File: src/rtl/lzw_ram.sv
// Generic single-port synchronous RAM, registered read (read-first).
// No dependencies; used for the dictionary store.
module lzw_ram #(
   parameter int WIDTH = 8,
   parameter int DEPTH = 256
) (
   input  logic                     clock,
   input  logic                     we,
   input  logic [$clog2(DEPTH)-1:0] addr,
   input  logic [WIDTH-1:0]         wdata,
   output logic [WIDTH-1:0]         rdata
);

   logic [WIDTH-1:0] mem [DEPTH];

   always_ff @(posedge clock) begin
      if (we) begin
         mem[addr] <= wdata;
      end
      rdata <= mem[addr];
   end

endmodule

File: config.mk
export PLATFORM = sky130hd
export DESIGN_NAME = lzw_ram
export DESIGN_NICKNAME = d
export VERILOG_FILES = /design/src/rtl/lzw_ram.sv
export SDC_FILE = /design/constraint.sdc
export NUM_CORES = 2
export LEC_CHECK = 0
export BUFFER_PORTS_ARGS = -buffer_cell sky130_fd_sc_hd__clkbuf_2
export CORE_MARGIN = 5
export CORE_UTILIZATION = 57
export DETAILED_ROUTE_END_ITERATION = 12
export HOLD_SLACK_MARGIN = 0.02
export PLACE_DENSITY = 0.76
export SYNTH_ARGS = -nofsm -noshare
export SYNTH_HDL_FRONTEND = slang
export SYNTH_SLANG_ARGS = --single-unit
export TNS_END_PERCENT = 10
File: constraint.sdc
create_clock -name clock -period 2.3 [get_ports clock]
set_clock_uncertainty 0.05 [all_clocks]
set_input_delay 0 -clock clock [delete_from_list [all_inputs] [get_ports clock]]
set_output_delay 0 -clock clock [all_outputs]
set_load 0.01 [all_outputs]
==> run_results.csv <==
group,metric,value,unit
worst_setup_path,end_kind,"flip-flop",
drt,ant_nets,0,
logic_synthesis,ys.flop_type,"edfxtp_1",
min_path,hp-class,"in2reg",
worst_setup_path,worst-setup-path-type,"reg2reg",
clocking,clk_pin_slew_worst_paths,0.07,ns
floorplanning,dieArea,145000,um^2
placed_design,port-buffer-count,25,
power_and_ir_drop,pwr-share-comb,5.2,%
clocking,cts.sinks,2056,
timing,rsz0062_at_grt,"yes",
worst_setup_path,worstPathRequired,2.92,ns
worst_setup_path,cp_max_fo,1,
clocking,cts_setup_buffers,0,
placed_design,dp_slack,-1.04,ns
floorplanning,core,137000,um^2
drt,first_pass_iters,6,
logic_synthesis,synthMuxAreaShare,14.7,%
clocking,cts_buffers,195,
drt,wire_per_inst,31.7,um
timing,final_hold_viol_count,0,
timing,fin_ws,-0.105,ns
logic_synthesis,postSynthCellCount,3547,
worst_setup_path,worst_setup_path_start_kind,"flip-flop",
logic_synthesis,async_flop_share,0,%
grt,antenna_found_initial,4,
logic_synthesis,ys_seq_elements,2056,
placed_design,gp_congestion,0.852,
grt,grt_max_degree,111,
worst_setup_path,max_stage_delay,0.57,ns
timing,finalMaxSlewViolations,0,
clocking,cts_tree,"yes",
power_and_ir_drop,p_int,60400,uW
logic_synthesis,yosys.area_share.simple,1.73,%
logic_synthesis,syn_nets,3565,
logic_synthesis,synth_compound_gate_area_share,3.62,%
finish,drive_gt1_share,34.6,%
timing,fmax,0.416,GHz
logic_synthesis,ys_seq_area_share,78.6,%
worst_setup_path,reg2reg_to,"rdata[2]$_DFF_P_",
worst_setup_path,critPathArrivalTime,3.03,ns
worst_setup_path,critical_path_depth,6,
floorplanning,start_util,57.2,%
power_and_ir_drop,pwr-share-seq,54.2,%
timing,final-setup-viol-count,7,
logic_synthesis,syn_area,78500,um^2
worst_setup_path,rrSetupSlack,-0.10,ns
worst_setup_path,critPathBufInv,1,
power_and_ir_drop,leakage,0.0294,uW
worst_setup_path,r2r-start,"mem[111][2]$_DFFE_PP_",
drt,drc,0,
placed_design,hpwl,116000,um
clocking,clockBufferDepth,3,
power_and_ir_drop,powerDensity,827,nW/um^2
worst_setup_path,worstSetupStartpoint,"mem[111][2]$_DFFE_PP_",
run,drv_cap,0,
status,violations,"setup timing",
worst_setup_path,rr_worst_depth,6,
power_and_ir_drop,ir_drop,681,uV
timing,post-route-period-util,105,%
finish,final_nets,4172,
timing,worstMarginPinSlew,0.866,ns
clocking,root_buffer,"clkbuf_16",
grt,gr-total-overflow,0,
grt,grt_pass1_wl,282000,um
power_and_ir_drop,netSwitchingFraction,20.7,%
logic_synthesis,syn_avg_cell_area,22.1,um^2
drt,route.vias.total,40600,
drt,via_per_inst,6.65,
timing,finalCriticalPeriod,2.40,ns
timing,whs,0.0362,ns
timing,slew-limit-headroom,42.2,%
drt,wl,194000,um
logic_synthesis,synth_edf_count,2048,
grt,grt_pass1_vias,41300,
finish,design_area,92200,um^2
power_and_ir_drop,p_clk_share,40.6,%
worst_setup_path,endpoint,"rdata[2]$_DFF_P_",
worst_setup_path,crit_path_cell_trace,"mux4_2 -> a22oi_2 -> a21oi_1 -> o41ai_2 -> buf_4 -> nand4_1",
clocking,clock_latency,0.81,ns
logic_synthesis,synth_area_leaders,"edfxtp_1, mux4_2, a22oi_1",
logic_synthesis,synthXorXnorAreaFrac,0,%
placed_design,place_area,85400,um^2
logic_synthesis,netlist-cell-type-count,22,
logic_synthesis,yosysWarnings,0,
floorplanning,die_h,381,um
logic_synthesis,synth_top_area_share,78.3,%
status,outcome,"complete, but fails checks",
finish,syn2layout_area_growth,17.5,%
floorplanning,io_pins,26,
logic_synthesis,netlist.top_cell.by_area,"edfxtp_1",
floorplanning,num_rows,136,
drt,drtIter0Drc,6115,
logic_synthesis,synth_top_family_by_area,"multiplexers",
grt,track_usage,26.6,%
floorplanning,die_w,381,um
clocking,htreeDepth,4,
worst_setup_path,crit_family,"compound AO/OA/AOI/OAI gates",
worst_setup_path,crit_slowest_cell,"o41ai_2",
power_and_ir_drop,switching_power,15800,uW
logic_synthesis,synth_fa_ha_area_share,0,%
## kinds of logic (layout without fill, tap and decap cells)
kind of cell / Yosys count / count (layout)
flip-flops: 2056 / 2056
multiplexers: 512 / 512
AO/OA/AOI/OAI: 416 / 416
AND/OR/NAND/NOR: 330 / 330
buffers and inverters: 233 / 993
other: 0 / 3
## metal layers
metal / part of all wire [%] / track usage (%) / wire length, um
met4: 4.0 / 9.95 / 7840
met2: 49 / 42.0 / 94500
met5: 0.0067 / 0 / 13
met3: 12 / 6.84 / 22400
met1: 36 / 36.6 / 69000
## flip-flops by register name (all words and copies together), names as in the netlist
| name | cells |
|---|---|
| mem | 2048 |
| rdata | 8 |
## how the worst min path moves through the flow
stage / startpoint / endpoint / slack (ns) / cells after the start
finish: addr[4] / mem[170][7]$_DFFE_PP_ / 0.04 / 5
global route: addr[4] / mem[170][4]$_DFFE_PP_ / 0.04 / 5
CTS: addr[4] / mem[170][7]$_DFFE_PP_ / 0.06 / 5
detailed placement: wdata[6] / mem[92][6]$_DFFE_PP_ / 0.36 / 1
global placement: wdata[6] / mem[95][6]$_DFFE_PP_ / 0.36 / 1
floorplan: wdata[0] / mem[0][0]$_DFFE_PP_ / 0.05 / 0
## worst reg2reg max path: cells and delay by family, from the launching register on
family	cells	cell delay [ns]
simple gates	1	0.10
mux	1	0.50
buf+inv	1	0.25
flops	1	0.37
compound gates	3	1.00
## cell usage in the layout, fill, tap and decap left out, types with 11 or more instances in the layout
cell           instances
bufinv_16             15
edfxtp_1            2048
clkbuf_1              41
a21oi_1              112
clkbuf_16            198
a22oi_2               28
clkbuf_2              15
buf_12                81
clkinv_1              39
mux4_2               512
nand3_1               13
a22oi_1              228
buf_4                523
nor2_1               231
o41ai_4               12
a21oi_2               16
nor3_1                28
dlygate4sd3_1         13
clkinv_2              35
nand2_1               27
o41ai_2               11
clkbuf_8              14
## synthesized netlist by cell type, types with 8 or more instances
master,instances
nor2_1,232
nor3_1,30
clkbuf_1,145
buf_6,16
nand3_1,13
buf_4,16
nand2_1,28
mux4_2,512
edfxtp_1,2048
buf_2,36
o41ai_1,32
a21oi_1,128
buf_1,19
a22oi_1,256
dfxtp_1,8
nand4_1,8
## repair_timing
item / in CTS / in global routing
pin swaps: 10 / 13
hold buffers: 13 / 0
hold endpoints to repair: 1412 / 0
resized for setup: 51 / 28
setup endpoints to repair: 8 / 8
## final cells by class
| type | count | area (um^2) |
|---|---|---|
| Antenna cell | 3 | 7.51 |
| Fill cell | 8151 | 45000 |
| Inverter | 1 | 3.75 |
| Clock inverter | 105 | 911 |
| Multi-Input combinational cell | 1258 | 16300 |
| Sequential cell | 2056 | 61700 |
| Timing Repair Buffer | 642 | 5890 |
| Clock buffer | 245 | 5190 |
| Tap cell | 1794 | 2240 |
## power by group through the flow
stage	combinational [uW]	clock [uW]	sequential, uW
4_1_cts	3920	31200	41300
5_1_grt	4160	33000	41300
3_5_place_dp	3800	0	42100
3_3_place_gp	3720	0	42100
6_report	3970	30900	41400
2_1_floorplan	1840	0	42100
## through the flow
stage          TNS (ns)  power [uW]  utilization, %  instances
2_1_floorplan         0       44000               -       3547
3_3_place_gp      -9.25       45900            62.3       5738
3_5_place_dp     -16.83       45900            62.3       5738
4_1_cts         -0.0769       76500            67.1       6101
5_1_grt          -0.658       78500            67.2       6101
6_report         -0.434       76300            67.2       6104
Power figures use the tool's default switching activity.
